File: src/rtl/ldtw_pkg.sv
// Package for the two-wire LED driver writer.
// Holds the channel word types, register map and sequencer constants.
// No dependencies.
package ldtw_pkg;

   typedef struct packed {
      logic       mode;
      logic [7:0] address;
      logic [7:0] payload;
   } req_word_type;

   typedef struct packed {
      logic clock_pin;
      logic data_pin;
      logic busy_res;
      logic rejected;
   } rsp_word_type;

   localparam int unsigned CSR_ADDR_BITS = 4;

   localparam logic [1:0] REG_SHORT_WAIT      = 2'd0;
   localparam logic [1:0] REG_LONG_WAIT       = 2'd1;
   localparam logic [1:0] REG_MODE_COMMAND    = 2'd2;
   localparam logic [1:0] REG_DISPLAY_COMMAND = 2'd3;

   localparam logic [7:0] SHORT_WAIT_RESET      = 8'd3;
   localparam logic [7:0] LONG_WAIT_RESET       = 8'd10;
   localparam logic [7:0] MODE_COMMAND_RESET    = 8'h44;
   localparam logic [7:0] DISPLAY_COMMAND_RESET = 8'h8C;

   localparam logic       MODE_TICK    = 1'b0;
   localparam logic       MODE_REQUEST = 1'b1;

   localparam logic [1:0] FRAME_MODE    = 2'd0;
   localparam logic [1:0] FRAME_DATA    = 2'd1;
   localparam logic [1:0] FRAME_DISPLAY = 2'd2;
   localparam logic [1:0] FRAME_DONE    = 2'd3;

   localparam logic [5:0] EDGE_STEPS = 6'd3;
   localparam logic [5:0] BYTE_STEPS = 6'd22;

   // sub-steps within one byte
   localparam logic [4:0] SUB_LOAD      = 5'd0;
   localparam logic [4:0] SUB_LAST_BIT  = 5'd16;
   localparam logic [4:0] SUB_CLK_LOW   = 5'd17;
   localparam logic [4:0] SUB_DATA_LOW  = 5'd18;
   localparam logic [4:0] SUB_CLK_HIGH  = 5'd19;
   localparam logic [4:0] SUB_CLK_LOW_2 = 5'd20;

endpackage

File: src/rtl/ldtw_chan_if.sv
// Valid/ready channel interface for the two-wire LED driver writer.
// Carries one word of the given packed type; depends on nothing.
interface ldtw_chan_if #(parameter type word_type = logic);
   logic     valid;
   logic     ready;
   word_type word;

   modport source (output valid, output word, input ready);
   modport sink   (input valid, input word, output ready);
endinterface

File: src/rtl/led_driver_two_wire_writer_top.sv
// Two-wire LED driver writer: tick-driven sequencer for clock and data pins.
// Depends on ldtw_pkg and ldtw_chan_if.
//
//   channel   dir  handshake        word
//   req_chan  in   valid/ready      mode, address, payload
//   rsp_chan  out  valid/ready      clock_pin, data_pin, busy_res, rejected
//   csr_*     in   APB write/read   short_wait, long_wait, mode/display command
//
// One word is accepted every cycle while rsp_chan is not stalled; its result
// passes the input register, then the sequencer update into the result register.
// Reset is synchronous; control and CSR registers reset, pins released.
// With rsp_chan.ready low the result holds and the input register absorbs
// one more word before req_chan.ready drops.
module led_driver_two_wire_writer_top #(
   parameter int unsigned WAIT_BITS = 8
) (
   input  logic                                    clock,
   input  logic                                    reset,
   ldtw_chan_if.sink                               req_chan,
   ldtw_chan_if.source                             rsp_chan,
   input  logic                                    csr_psel,
   input  logic                                    csr_penable,
   input  logic                                    csr_pwrite,
   input  logic [ldtw_pkg::CSR_ADDR_BITS-1:0]      csr_paddr,
   input  logic [31:0]                             csr_pwdata,
   output logic [31:0]                             csr_prdata,
   output logic                                    csr_pready
);

   localparam int unsigned WIDE_BITS = (WAIT_BITS > 8) ? WAIT_BITS : 8;
   localparam logic [WIDE_BITS-1:0] WAIT_LIMIT = WIDE_BITS'((64'd1 << WAIT_BITS) - 64'd1);

   logic [7:0] short_ff, long_ff, modecmd_ff, dispcmd_ff;
   logic [1:0] csr_index;
   logic       csr_write;

   ldtw_pkg::req_word_type in_word_ff;
   logic                   in_valid_ff;
   ldtw_pkg::rsp_word_type rsp_word_ff, rsp_word_in;
   logic                   rsp_valid_ff;
   logic                   accept, advance;

   logic [1:0]           frame_ff, frame_in;
   logic [5:0]           step_ff, step_in;
   logic [WAIT_BITS-1:0] wait_ff, wait_in;
   logic [7:0]           addr_ff, addr_in, pay_ff, pay_in, shift_ff, shift_in;
   logic                 clk_ff, clk_in, dat_ff, dat_in, active_ff, active_in;

   // configuration
   assign csr_index  = csr_paddr[3:2];
   assign csr_write  = csr_psel && csr_penable && csr_pwrite;
   assign csr_pready = 1'b1;

   always_comb begin
      case (csr_index)
         ldtw_pkg::REG_SHORT_WAIT:      csr_prdata = {24'd0, short_ff};
         ldtw_pkg::REG_LONG_WAIT:       csr_prdata = {24'd0, long_ff};
         ldtw_pkg::REG_MODE_COMMAND:    csr_prdata = {24'd0, modecmd_ff};
         ldtw_pkg::REG_DISPLAY_COMMAND: csr_prdata = {24'd0, dispcmd_ff};
         default:                       csr_prdata = 32'd0;
      endcase
   end

   always_ff @(posedge clock) begin
      if (reset) begin
         short_ff   <= ldtw_pkg::SHORT_WAIT_RESET;
         long_ff    <= ldtw_pkg::LONG_WAIT_RESET;
         modecmd_ff <= ldtw_pkg::MODE_COMMAND_RESET;
         dispcmd_ff <= ldtw_pkg::DISPLAY_COMMAND_RESET;
      end else if (csr_write) begin
         case (csr_index)
            ldtw_pkg::REG_SHORT_WAIT:      short_ff   <= csr_pwdata[7:0];
            ldtw_pkg::REG_LONG_WAIT:       long_ff    <= csr_pwdata[7:0];
            ldtw_pkg::REG_MODE_COMMAND:    modecmd_ff <= csr_pwdata[7:0];
            ldtw_pkg::REG_DISPLAY_COMMAND: dispcmd_ff <= csr_pwdata[7:0];
            default: ;
         endcase
      end
   end

   // handshake
   assign advance        = in_valid_ff && (!rsp_valid_ff || rsp_chan.ready);
   assign req_chan.ready = !in_valid_ff || advance;
   assign accept         = req_chan.valid && req_chan.ready;
   assign rsp_chan.valid = rsp_valid_ff;
   assign rsp_chan.word  = rsp_word_ff;

   // sequencer
   always_comb begin
      logic [5:0]           body;
      logic [5:0]           r;
      logic [5:0]           step_next;
      logic                 second;
      logic [4:0]           sub;
      logic [7:0]           w;
      logic [7:0]           v;
      logic [WIDE_BITS-1:0] v_wide;
      logic                 rej;

      frame_in  = frame_ff;
      step_in   = step_ff;
      wait_in   = wait_ff;
      addr_in   = addr_ff;
      pay_in    = pay_ff;
      shift_in  = shift_ff;
      clk_in    = clk_ff;
      dat_in    = dat_ff;
      active_in = active_ff;
      rej       = 1'b0;
      body      = (frame_ff == ldtw_pkg::FRAME_DATA) ? 6'(2 * ldtw_pkg::BYTE_STEPS)
                                                      : ldtw_pkg::BYTE_STEPS;
      r         = 6'(step_ff - ldtw_pkg::EDGE_STEPS);
      second    = (r >= ldtw_pkg::BYTE_STEPS);
      sub       = second ? 5'(r - ldtw_pkg::BYTE_STEPS) : 5'(r);
      step_next = 6'(step_ff + 6'd1);
      w         = 8'd0;
      v         = 8'd0;
      v_wide    = '0;

      if (in_word_ff.mode == ldtw_pkg::MODE_REQUEST) begin
         if (active_ff) begin
            rej = 1'b1;
         end else begin
            addr_in   = in_word_ff.address;
            pay_in    = in_word_ff.payload;
            frame_in  = ldtw_pkg::FRAME_MODE;
            step_in   = 6'd0;
            wait_in   = '0;
            active_in = 1'b1;
         end
      end else if (active_ff) begin
         if (wait_ff != '0) begin
            wait_in = wait_ff - WAIT_BITS'(1);
            if (wait_in == '0 && frame_ff == ldtw_pkg::FRAME_DONE) begin
               frame_in  = ldtw_pkg::FRAME_MODE;
               step_in   = 6'd0;
               active_in = 1'b0;
            end
         end else if (frame_ff == ldtw_pkg::FRAME_DONE) begin
            frame_in  = ldtw_pkg::FRAME_MODE;
            step_in   = 6'd0;
            active_in = 1'b0;
         end else begin
            if (step_ff < ldtw_pkg::EDGE_STEPS) begin
               case (step_ff)
                  6'd0: begin
                     dat_in = 1'b1;
                     w = short_ff;
                  end
                  6'd1: begin
                     clk_in = 1'b1;
                     w = long_ff;
                  end
                  default: begin
                     dat_in = 1'b0;
                     w = long_ff;
                  end
               endcase
            end else if (step_ff < 6'(ldtw_pkg::EDGE_STEPS + body)) begin
               if (sub == ldtw_pkg::SUB_LOAD) begin
                  case (frame_ff)
                     ldtw_pkg::FRAME_MODE: shift_in = modecmd_ff;
                     ldtw_pkg::FRAME_DATA: shift_in = second ? pay_ff : addr_ff;
                     default:              shift_in = dispcmd_ff;
                  endcase
                  w = short_ff;
               end else if (sub <= ldtw_pkg::SUB_LAST_BIT) begin
                  if (sub[0]) begin
                     clk_in   = 1'b0;
                     dat_in   = shift_ff[0];
                     shift_in = {1'b0, shift_ff[7:1]};
                     w = short_ff;
                  end else begin
                     clk_in = 1'b1;
                     w = (sub < ldtw_pkg::SUB_LAST_BIT) ? short_ff : 8'd0;
                  end
               end else begin
                  case (sub)
                     ldtw_pkg::SUB_CLK_LOW: begin
                        clk_in = 1'b0;
                        w = short_ff;
                     end
                     ldtw_pkg::SUB_DATA_LOW: begin
                        dat_in = 1'b0;
                        w = short_ff;
                     end
                     ldtw_pkg::SUB_CLK_HIGH: begin
                        clk_in = 1'b1;
                        w = short_ff;
                     end
                     ldtw_pkg::SUB_CLK_LOW_2: begin
                        clk_in = 1'b0;
                        w = short_ff;
                     end
                     default: begin
                        dat_in = 1'b1;
                        w = 8'd0;
                     end
                  endcase
               end
            end else begin
               case (6'(step_ff - ldtw_pkg::EDGE_STEPS - body))
                  6'd0: begin
                     dat_in = 1'b0;
                     w = short_ff;
                  end
                  6'd1: begin
                     clk_in = 1'b1;
                     w = long_ff;
                  end
                  default: begin
                     dat_in = 1'b1;
                     w = long_ff;
                  end
               endcase
            end

            v       = (w == 8'd0) ? 8'd0 : 8'(w - 8'd1);
            v_wide  = WIDE_BITS'(v);
            wait_in = (v_wide > WAIT_LIMIT) ? WAIT_BITS'(WAIT_LIMIT) : WAIT_BITS'(v_wide);

            step_in = step_next;
            if (step_next >= 6'(2 * ldtw_pkg::EDGE_STEPS + body)) begin
               step_in  = 6'd0;
               frame_in = 2'(frame_ff + 2'd1);
            end
            if (frame_in == ldtw_pkg::FRAME_DONE && wait_in == '0) begin
               frame_in  = ldtw_pkg::FRAME_MODE;
               active_in = 1'b0;
            end
         end
      end

      rsp_word_in.clock_pin = clk_in;
      rsp_word_in.data_pin  = dat_in;
      rsp_word_in.busy_res  = active_in;
      rsp_word_in.rejected  = rej;
   end

   always_ff @(posedge clock) begin
      if (reset) begin
         in_valid_ff  <= 1'b0;
         rsp_valid_ff <= 1'b0;
         frame_ff     <= ldtw_pkg::FRAME_MODE;
         step_ff      <= 6'd0;
         wait_ff      <= '0;
         clk_ff       <= 1'b1;
         dat_ff       <= 1'b1;
         active_ff    <= 1'b0;
      end else begin
         if (accept) begin
            in_valid_ff <= 1'b1;
         end else if (advance) begin
            in_valid_ff <= 1'b0;
         end
         if (advance) begin
            rsp_valid_ff <= 1'b1;
         end else if (rsp_chan.ready) begin
            rsp_valid_ff <= 1'b0;
         end
         if (advance) begin
            frame_ff  <= frame_in;
            step_ff   <= step_in;
            wait_ff   <= wait_in;
            clk_ff    <= clk_in;
            dat_ff    <= dat_in;
            active_ff <= active_in;
         end
      end
   end

   always_ff @(posedge clock) begin
      if (accept) begin
         in_word_ff <= req_chan.word;
      end
      if (advance) begin
         addr_ff     <= addr_in;
         pay_ff      <= pay_in;
         shift_ff    <= shift_in;
         rsp_word_ff <= rsp_word_in;
      end
   end

   a_idle_clean: assert property (@(posedge clock) disable iff (reset)
      !active_ff |-> (frame_ff == ldtw_pkg::FRAME_MODE && step_ff == 6'd0 && wait_ff == '0))
      else $error("idle sequencer holds leftover frame, step or wait");

   a_done_waits: assert property (@(posedge clock) disable iff (reset)
      (active_ff && frame_ff == ldtw_pkg::FRAME_DONE) |-> (wait_ff != '0))
      else $error("finished sequence still marked busy with no wait left");

   a_step_range: assert property (@(posedge clock) disable iff (reset)
      (frame_ff == ldtw_pkg::FRAME_DATA) ? (step_ff < 6'd50) : (step_ff < 6'd28))
      else $error("action step beyond frame length");

   a_reject_busy: assert property (@(posedge clock) disable iff (reset)
      (rsp_valid_ff && rsp_word_ff.rejected) |-> rsp_word_ff.busy_res)
      else $error("rejected request reported while idle");

   a_reject_keeps: assert property (@(posedge clock) disable iff (reset)
      (advance && in_word_ff.mode == ldtw_pkg::MODE_REQUEST && active_ff)
      |=> ($stable(frame_ff) && $stable(step_ff) && $stable(wait_ff)))
      else $error("rejected request disturbed the sequence");

endmodule

File: src/flat_wrapper.sv
// flat-port wrapper written by rule: the top's interface ports become plain ports
module led_driver_two_wire_writer_top_flat 
#(
   parameter int unsigned WAIT_BITS = 8
)
  (clock, reset, csr_psel, csr_penable, csr_pwrite, csr_paddr, csr_pwdata, csr_prdata, csr_pready, req_chan_valid, req_chan_word, req_chan_ready, rsp_chan_valid, rsp_chan_word, rsp_chan_ready);
  ldtw_chan_if #(.word_type(ldtw_pkg::req_word_type)) req_chan_i ();
  ldtw_chan_if #(.word_type(ldtw_pkg::rsp_word_type)) rsp_chan_i ();
  input  logic clock;
  input  logic reset;
  input  logic csr_psel;
  input  logic csr_penable;
  input  logic csr_pwrite;
  input  logic [ldtw_pkg::CSR_ADDR_BITS-1:0] csr_paddr;
  input  logic [31:0] csr_pwdata;
  output logic [31:0] csr_prdata;
  output logic csr_pready;
  input wire logic [$bits(req_chan_i.valid)-1:0] req_chan_valid;
  input wire logic [$bits(req_chan_i.word)-1:0] req_chan_word;
  output wire logic [$bits(req_chan_i.ready)-1:0] req_chan_ready;
  output wire logic [$bits(rsp_chan_i.valid)-1:0] rsp_chan_valid;
  output wire logic [$bits(rsp_chan_i.word)-1:0] rsp_chan_word;
  input wire logic [$bits(rsp_chan_i.ready)-1:0] rsp_chan_ready;
  assign req_chan_i.valid = req_chan_valid;
  assign req_chan_i.word = req_chan_word;
  assign req_chan_ready = req_chan_i.ready;
  assign rsp_chan_valid = rsp_chan_i.valid;
  assign rsp_chan_word = rsp_chan_i.word;
  assign rsp_chan_i.ready = rsp_chan_ready;
  led_driver_two_wire_writer_top #(.WAIT_BITS(WAIT_BITS)) u_core (.clock(clock), .reset(reset), .req_chan(req_chan_i), .rsp_chan(rsp_chan_i), .csr_psel(csr_psel), .csr_penable(csr_penable), .csr_pwrite(csr_pwrite), .csr_paddr(csr_paddr), .csr_pwdata(csr_pwdata), .csr_prdata(csr_prdata), .csr_pready(csr_pready));
endmodule
File: config.mk
export PLATFORM = sky130hd
export DESIGN_NAME = led_driver_two_wire_writer_top_flat
export DESIGN_NICKNAME = d
export VERILOG_FILES = /design/src/rtl/ldtw_pkg.sv /design/src/rtl/ldtw_chan_if.sv /design/src/rtl/led_driver_two_wire_writer_top.sv /design/src/flat_wrapper.sv
export SDC_FILE = /design/constraint.sdc
export NUM_CORES = 1
export LEC_CHECK = 0
export ABC_AREA = 1
export CORE_MARGIN = 10
export CORE_UTILIZATION = 45
export DETAILED_ROUTE_END_ITERATION = 10
export DONT_BUFFER_PORTS = 1
export GPL_ROUTABILITY_DRIVEN = 0
export SYNTH_ARGS = -nofsm -noshare
export SYNTH_HDL_FRONTEND = slang
export SYNTH_SLANG_ARGS = --single-unit
File: constraint.sdc
create_clock -name clock -period 3.86 [get_ports clock]
set_clock_uncertainty 0.15 [all_clocks]
set_input_delay 0.193 -clock clock [delete_from_list [all_inputs] [get_ports clock]]
set_output_delay 0.193 -clock clock [all_outputs]
set_load 0.01 [all_outputs]
=== After elaboration in Yosys (flattened, before gate mapping) ===
Index checks and enable logic that the tools add are counted.

* Bits of input ports: 60
* Output and inout port bits: 39
* Bits in registers: 98

* Multiplexer cells: 82
* Reduce and logical (&&, ||, !) cells: 35
* Order comparisons: 7
* Add/subtract/negate cells: 9
* Bitwise gates (word level): 5
* Equal/unequal tests: 15

{| class="wikitable"
|+ Operators by type and width
! cell !! count
|-
| $mux W8 || 24
|-
| $pmux W32 S4 || 1
|-
| $mux W6 || 8
|-
| $mux W1 || 31
|-
| $logic_not A8 Y1 || 3
|-
| $mux W2 || 12
|-
| $eq A5 B5 Y1 const B || 4
|-
| $pmux W8 S2 || 1
|-
| $sub A8 B1 Y8 const B || 2
|-
| $eq A6 B1 Y1 const B || 2
|-
| $logic_not A6 Y1 || 2
|-
| $reduce_bool A2 Y1 || 5
|-
| $reduce_and A9 Y1 || 1
|-
| $eq A2 B2 Y1 const B || 4
|-
| $gt A8 B8 Y1 const B || 1
|-
| $pmux W1 S2 || 4
|-
| $reduce_and A2 Y1 || 4
|-
| $reduce_and A4 Y1 || 2
|-
| $reduce_bool A8 Y1 || 1
|-
| $add A2 B6 Y6 const A || 1
|-
| $add A3 B6 Y6 const A || 1
|-
| $add A6 B1 Y6 const B || 1
|-
| $ge A6 B5 Y1 const B || 1
|-
| $ge A6 B6 Y1 || 1
|-
| 23 further kinds || 36
|}

=== Depth between registers and ports, before layout ===
* Word-level depth: 25
* Gate-level depth with buffers: 34

=== Least setup slack after synthesis ===
OpenSTA, ideal clock, no wires.

* Path kind: register to register
* Start point: reg u_core.step_ff[0]
* End point: reg u_core.rsp_word_ff (netlist bit u_core.rsp_chan.word[1]) (data pin)
* Arrival: 3.834 ns
* Setup slack: -0.374 ns
* Path buffers: 2
* Setup time: 0.250 ns
* Stages on the path, launching flop included: 29
* Required time: 3.460 ns
* Path through: dfxtp_1 > buf_4 > inv_1 > ha_1 > inv_1 > ha_1 > inv_1 > ha_1 > xor2_1 > or2_2 > nor3_2 > nand3_2 > buf_6 > o211ai_1 > nand2_1 > nand2_1 > nand2_1 > inv_1 > ha_1 > nand3b_1 > nand2_1 > o31ai_1 > nand2_1 > nor2_1 > nand2_2 > nand2_1 > nand2_1 > nand2_2 > inv_1

* Cells in the longest elaborated chain, start to end: 25
* Elaborated cells on any way between the ends: 50

{| class="wikitable"
|+ RTL lines
! what !! line !! source
|-
| from (decl) || led_driver_two_wire_writer_top.sv:44 || <nowiki>logic [5:0] step_ff, step_in;</nowiki>
|-
| from (signal assigned) || led_driver_two_wire_writer_top.sv:263 || <nowiki>step_ff <= step_in;</nowiki>
|-
| $sub A6 B2 Y6 || led_driver_two_wire_writer_top.sv:112, led_driver_two_wire_writer_top.sv:202 ||
|-
| $sub A5 B5 Y5 or $ge A6 B5 Y1 (tied branches) || led_driver_two_wire_writer_top.sv:114, led_driver_two_wire_writer_top.sv:113 ||
|-
| $mux W5 || led_driver_two_wire_writer_top.sv:114 || <nowiki>sub = second ? 5'(r - ldtw_pkg::BYTE_STEPS) : 5'(r);</nowiki>
|-
| $lt A5 B5 Y1 or $eq A5 B5 Y1 (tied branches) || led_driver_two_wire_writer_top.sv:175, led_driver_two_wire_writer_top.sv:178 ||
|-
| $mux W8 or $reduce_or A4 Y1 (tied branches) || - ||
|-
| $mux W8, on equally long branches || led_driver_two_wire_writer_top.sv:168, led_driver_two_wire_writer_top.sv:178 ||
|-
| $mux W8 || led_driver_two_wire_writer_top.sv:167 || <nowiki>end else if (sub <= ldtw_pkg::SUB_LAST_BIT) begin</nowiki>
|-
| $mux W8 || led_driver_two_wire_writer_top.sv:160 || <nowiki>if (sub == ldtw_pkg::SUB_LOAD) begin</nowiki>
|-
| [... 10 more ...] || - ||
|-
| $logic_not A8 Y1 || led_driver_two_wire_writer_top.sv:227 || <nowiki>if (frame_in == ldtw_pkg::FRAME_DONE && wait_in == '0) begin</nowiki>
|-
| $logic_and A1 B1 Y1 (*) || led_driver_two_wire_writer_top.sv:227 ||
|-
| $mux W1 (*) || led_driver_two_wire_writer_top.sv:227 ||
|-
| $mux W1 (*) || led_driver_two_wire_writer_top.sv:139 || <nowiki>end else if (frame_ff == ldtw_pkg::FRAME_DONE) begin</nowiki>
|-
| $mux W1 (*) || led_driver_two_wire_writer_top.sv:132 || <nowiki>if (wait_ff != '0) begin</nowiki>
|-
| $mux W1 (*) || led_driver_two_wire_writer_top.sv:131 || <nowiki>end else if (active_ff) begin</nowiki>
|-
| $mux W1 (*) || led_driver_two_wire_writer_top.sv:120 || <nowiki>if (in_word_ff.mode == ldtw_pkg::MODE_REQUEST) begin</nowiki>
|-
| via u_core.active_in || led_driver_two_wire_writer_top.sv:47 || <nowiki>logic clk_ff, clk_in, dat_ff, dat_in, active_ff, active_in;</nowiki>
|-
| to (signal assigned) || led_driver_two_wire_writer_top.sv:280 || <nowiki>rsp_word_ff <= rsp_word_in;</nowiki>
|-
| to (decl) || led_driver_two_wire_writer_top.sv:39 || <nowiki>ldtw_pkg::rsp_word_type rsp_word_ff, rsp_word_in;</nowiki>
|}

Mark *: on every way through the listed nets, which the timed path passes. The rest lies on a longest branch. The select of a mux whose other input is x is not followed.
A chain may end at the register's enable or synchronous reset.

=== Worst setup path in the final report ===
Same ends and word-level chain as after synthesis.

==> impl_metrics.env <==
export IMPL_ys_warn_count=0
export IMPL_hold_viol_final=0
export IMPL_end_kind="register"
export IMPL_grt_usage_pct=16.2
export IMPL_synth_edf_count=45
export IMPL_start_kind="register"
export IMPL_finalWorstPathRequiredPeriod_ns=3.81
export IMPL_pre_cts_slack_ns=-0.0210
export IMPL_layout_drive_gt1_share_pct=16.5
export IMPL_synthMuxAreaShare_pct=0
export IMPL_synth_flop_cell="dfxtp_1"
export IMPL_antenna_found_initial=0
export IMPL_fin_cells=1035
export IMPL_diodes=0
export IMPL_min_path_cells=4
export IMPL_cts_made_buffers=9
export IMPL_reg2reg_from="u_core.step_ff[0]$_SDFFE_PP0P_"
export IMPL_r2r_cells=28
export IMPL_route_detailed_drc=0
export IMPL_dp_cells=986
export IMPL_drt_initial_drc_count=332
export IMPL_synthAdderAreaFrac_pct=5.50
export IMPL_place_area_um2=6430
export IMPL_clk_pin_slew_ns=0.07
export IMPL_die_y_um=136
export IMPL_postLayoutCellArea_um2=7150
export IMPL_io_pins=99
export IMPL_hp_start="csr_paddr[3]"
export IMPL_grt_setup_unrepaired="yes"
export IMPL_drt_total_wl_um=15100
export IMPL_avgSynthCellArea_um2=7.65
export IMPL_grt_ovfl_total=0
export IMPL_synth_cells=791
export IMPL_grt_pass1_vias=5015
export IMPL_cp_arrival_ns=3.77
export IMPL_yosys_top_cells_area="edfxtp_1, dfxtp_1, nand2_1, inv_1, ha_1"
export IMPL_hp_class="input port to register"
export IMPL_cp_required_ns=3.82
export IMPL_cts_root_buf="clkbuf_16"
export IMPL_port_buffers=0
export IMPL_num_vias=5328
export IMPL_synthXorXnorAreaFrac_pct=1.88
export IMPL_grt_pass1_wl_um=24400
export IMPL_slew_headroom_pct=39.3
export IMPL_worstSkewPairLatency_ns=0.35
export IMPL_synth_top_cells_by_count="nand2_1, inv_1, nor2_1"
export IMPL_cts_sinks=98
export IMPL_synth_compound_area_share_pct=14.7
export IMPL_yosysMostFrequentCell="nand2_1"
export IMPL_worstSetupPathType="register to register"
export IMPL_r2r_end="u_core.rsp_chan.word[1]$_DFFE_PP_"
export IMPL_drt_pass1_iterations=5
export IMPL_ys_seq_elements=98
export IMPL_fin_nets=940
export IMPL_wl_per_cell_um=14.6
export IMPL_synthArstFlopShare_pct=0
export IMPL_power_density_nw_per_um2=404
export IMPL_area_growth_pct=18.2
export IMPL_cp_num_buf_inv=7
export IMPL_critical_path_slowest_cell="dfxtp_4"
export IMPL_dieArea_um2=18500
export IMPL_max_stage_delay_ns=0.40
export IMPL_path_max_fanout=6
export IMPL_setup_ws_ns=0.0534
export IMPL_ff2ff_setup_slack_ns=0.05
export IMPL_yosysSeqAreaShare_pct=39.9
export IMPL_leakage_nw=3.09
export IMPL_viasPerCell=5.15
export IMPL_start_util_pct=45.9
export IMPL_setup_violations=0
export IMPL_yosys_area_share_simple_pct=27.2
export IMPL_power_mw=2.89
export IMPL_htree_levels=3
export IMPL_die_x_um=136
export IMPL_synth_cell_types=51
export IMPL_hpwl_um=11600
export IMPL_netlist_area_leader_share_pct=22.3
export IMPL_grt_max_degree=35
export IMPL_cap_violations=0
export IMPL_max_freq_ghz=0.263
export IMPL_vdd_drop_max_uv=284
export IMPL_status="completed"
export IMPL_syn_area_um2=6050
export IMPL_synth_top_area_cell="edfxtp_1"
export IMPL_cts_tree="done"
export IMPL_rows=42
export IMPL_clockBufferDepth=2
export IMPL_crit_family="simple AND/OR/NAND/NOR gates"
export IMPL_postRouteAntennaNets=0
export IMPL_worstMarginPinSlew_ns=0.909
export IMPL_utilization_pct=54.2
export IMPL_period_share_pct=98.6
export IMPL_synth_top_family_by_area="simple AND/OR/NAND/NOR gates"
export IMPL_min_to="u_core.dispcmd_ff[3]$_SDFFE_PP1P_"
export IMPL_core_um2=13200
export IMPL_slew_viol_final=0
## repair_timing
action                                  CTS  global route
buffers inserted                          0             5
hold endpoints to repair                 68             0
endpoints found under the setup margin    1            12
gates resized for setup                   4            32
pin swaps                                 0            14
hold buffers                             28             0
## cells in the final DEF, fill, tap and decap left out, drive strengths merged, types with 2 or more instances in the layout
| master | instances |
|---|---|
| ha | 25 |
| nand4 | 9 |
| clkinv | 3 |
| nor4 | 3 |
| clkbuf | 9 |
| nand3 | 53 |
| nor2 | 82 |
| o21a | 2 |
| o2111ai | 8 |
| xnor2 | 2 |
| inv | 94 |
| clkinvlp | 2 |
| nor3 | 6 |
| a211oi | 7 |
| a21oi | 55 |
| o21ai | 53 |
| o211ai | 19 |
| conb | 25 |
| nand2 | 207 |
| dlygate4sd3 | 28 |
| edfxtp | 45 |
| buf | 44 |
| dfxtp | 53 |
| xor2 | 11 |
## worst max-delay path by stage
| stage | startpoint | depth (start not counted) | slack (ns) | endpoint |
|---|---|---|---|---|
| floorplan | u_core.step_ff[0]$_SDFFE_PP0P_ | 27 | -0.11 | u_core.rsp_chan.word[1]$_DFFE_PP_ |
| global placement | u_core.step_ff[0]$_SDFFE_PP0P_ | 29 | 0.02 | u_core.rsp_chan.word[1]$_DFFE_PP_ |
| detailed placement | u_core.step_ff[0]$_SDFFE_PP0P_ | 29 | -0.02 | u_core.rsp_chan.word[1]$_DFFE_PP_ |
| CTS | u_core.step_ff[2]$_SDFFE_PP0P_ | 25 | 0.002 | u_core.rsp_chan.word[1]$_DFFE_PP_ |
| global route | u_core.step_ff[0]$_SDFFE_PP0P_ | 27 | -0.23 | u_core.rsp_chan.word[1]$_DFFE_PP_ |
| finish | u_core.step_ff[0]$_SDFFE_PP0P_ | 28 | 0.05 | u_core.rsp_chan.word[1]$_DFFE_PP_ |
## cell type report
type	count	area, um^2
well taps	176	220
fillers	1236	6040
clock buffers	9	225
flip-flops and latches	98	2420
inverters	93	379
multi-input cells	580	3240
repair buffers	72	611
clock inverters	7	58.8
## per-stage QoR
stage | hold WS, ns | setup TNS [ns]
floorplan | 0.142 | -0.110
global placement | 0.116 | 0
detailed placement | 0.116 | -0.0210
CTS | 0.0786 | 0
global route | 0.124 | -0.808
finish | 0.0896 | 0
## metal layers
metal	track usage (%)	vias up	part of all wire, %
met4	7.16	0	2.8
met3	3.69	26	5.7
met2	26.1	128	48
met5	0	-	0
li1	-	2710	-
met1	20.2	2464	44
## state kept, by name (all words and copies together) (netlist names), 2 cells and up
name / flops
u_core.in_word_ff: 17
u_core.step_ff: 6
u_core.addr_ff: 8
u_core.dispcmd_ff: 8
u_core.short_ff: 8
u_core.modecmd_ff: 8
u_core.wait_ff: 8
u_core.long_ff: 8
u_core.rsp_chan.word: 4
u_core.frame_ff: 2
u_core.shift_ff: 8
u_core.pay_ff: 8
## logic make-up after synthesis
| family | count (synthesis) |
|---|---|
| AOI/OAI and AO/OA | 151 |
| xor gates and xnor gates | 13 |
| adders and majority gates | 26 |
| buffers and inverters | 136 |
| DFF | 98 |
| other | 2 |
| and+or+nand+nor | 365 |
## power by group
part | leakage [nW] | internal [mW] | switching, mW | total [mW]
registers | 0.846 | 1.12 | 0.0270 | 1.15
logic | 2.11 | 0.337 | 0.535 | 0.873
clock network | 0.140 | 0.449 | 0.419 | 0.868
total | 3.09 | 1.91 | 0.981 | 2.89
## worst min-delay path: cells and delay by family
| kind | cells | cell delay, ns |
|---|---|---|
| and+or+nand+nor | 4 | 0.35 |
No activity file was read; power rests on OpenSTA's default activity.
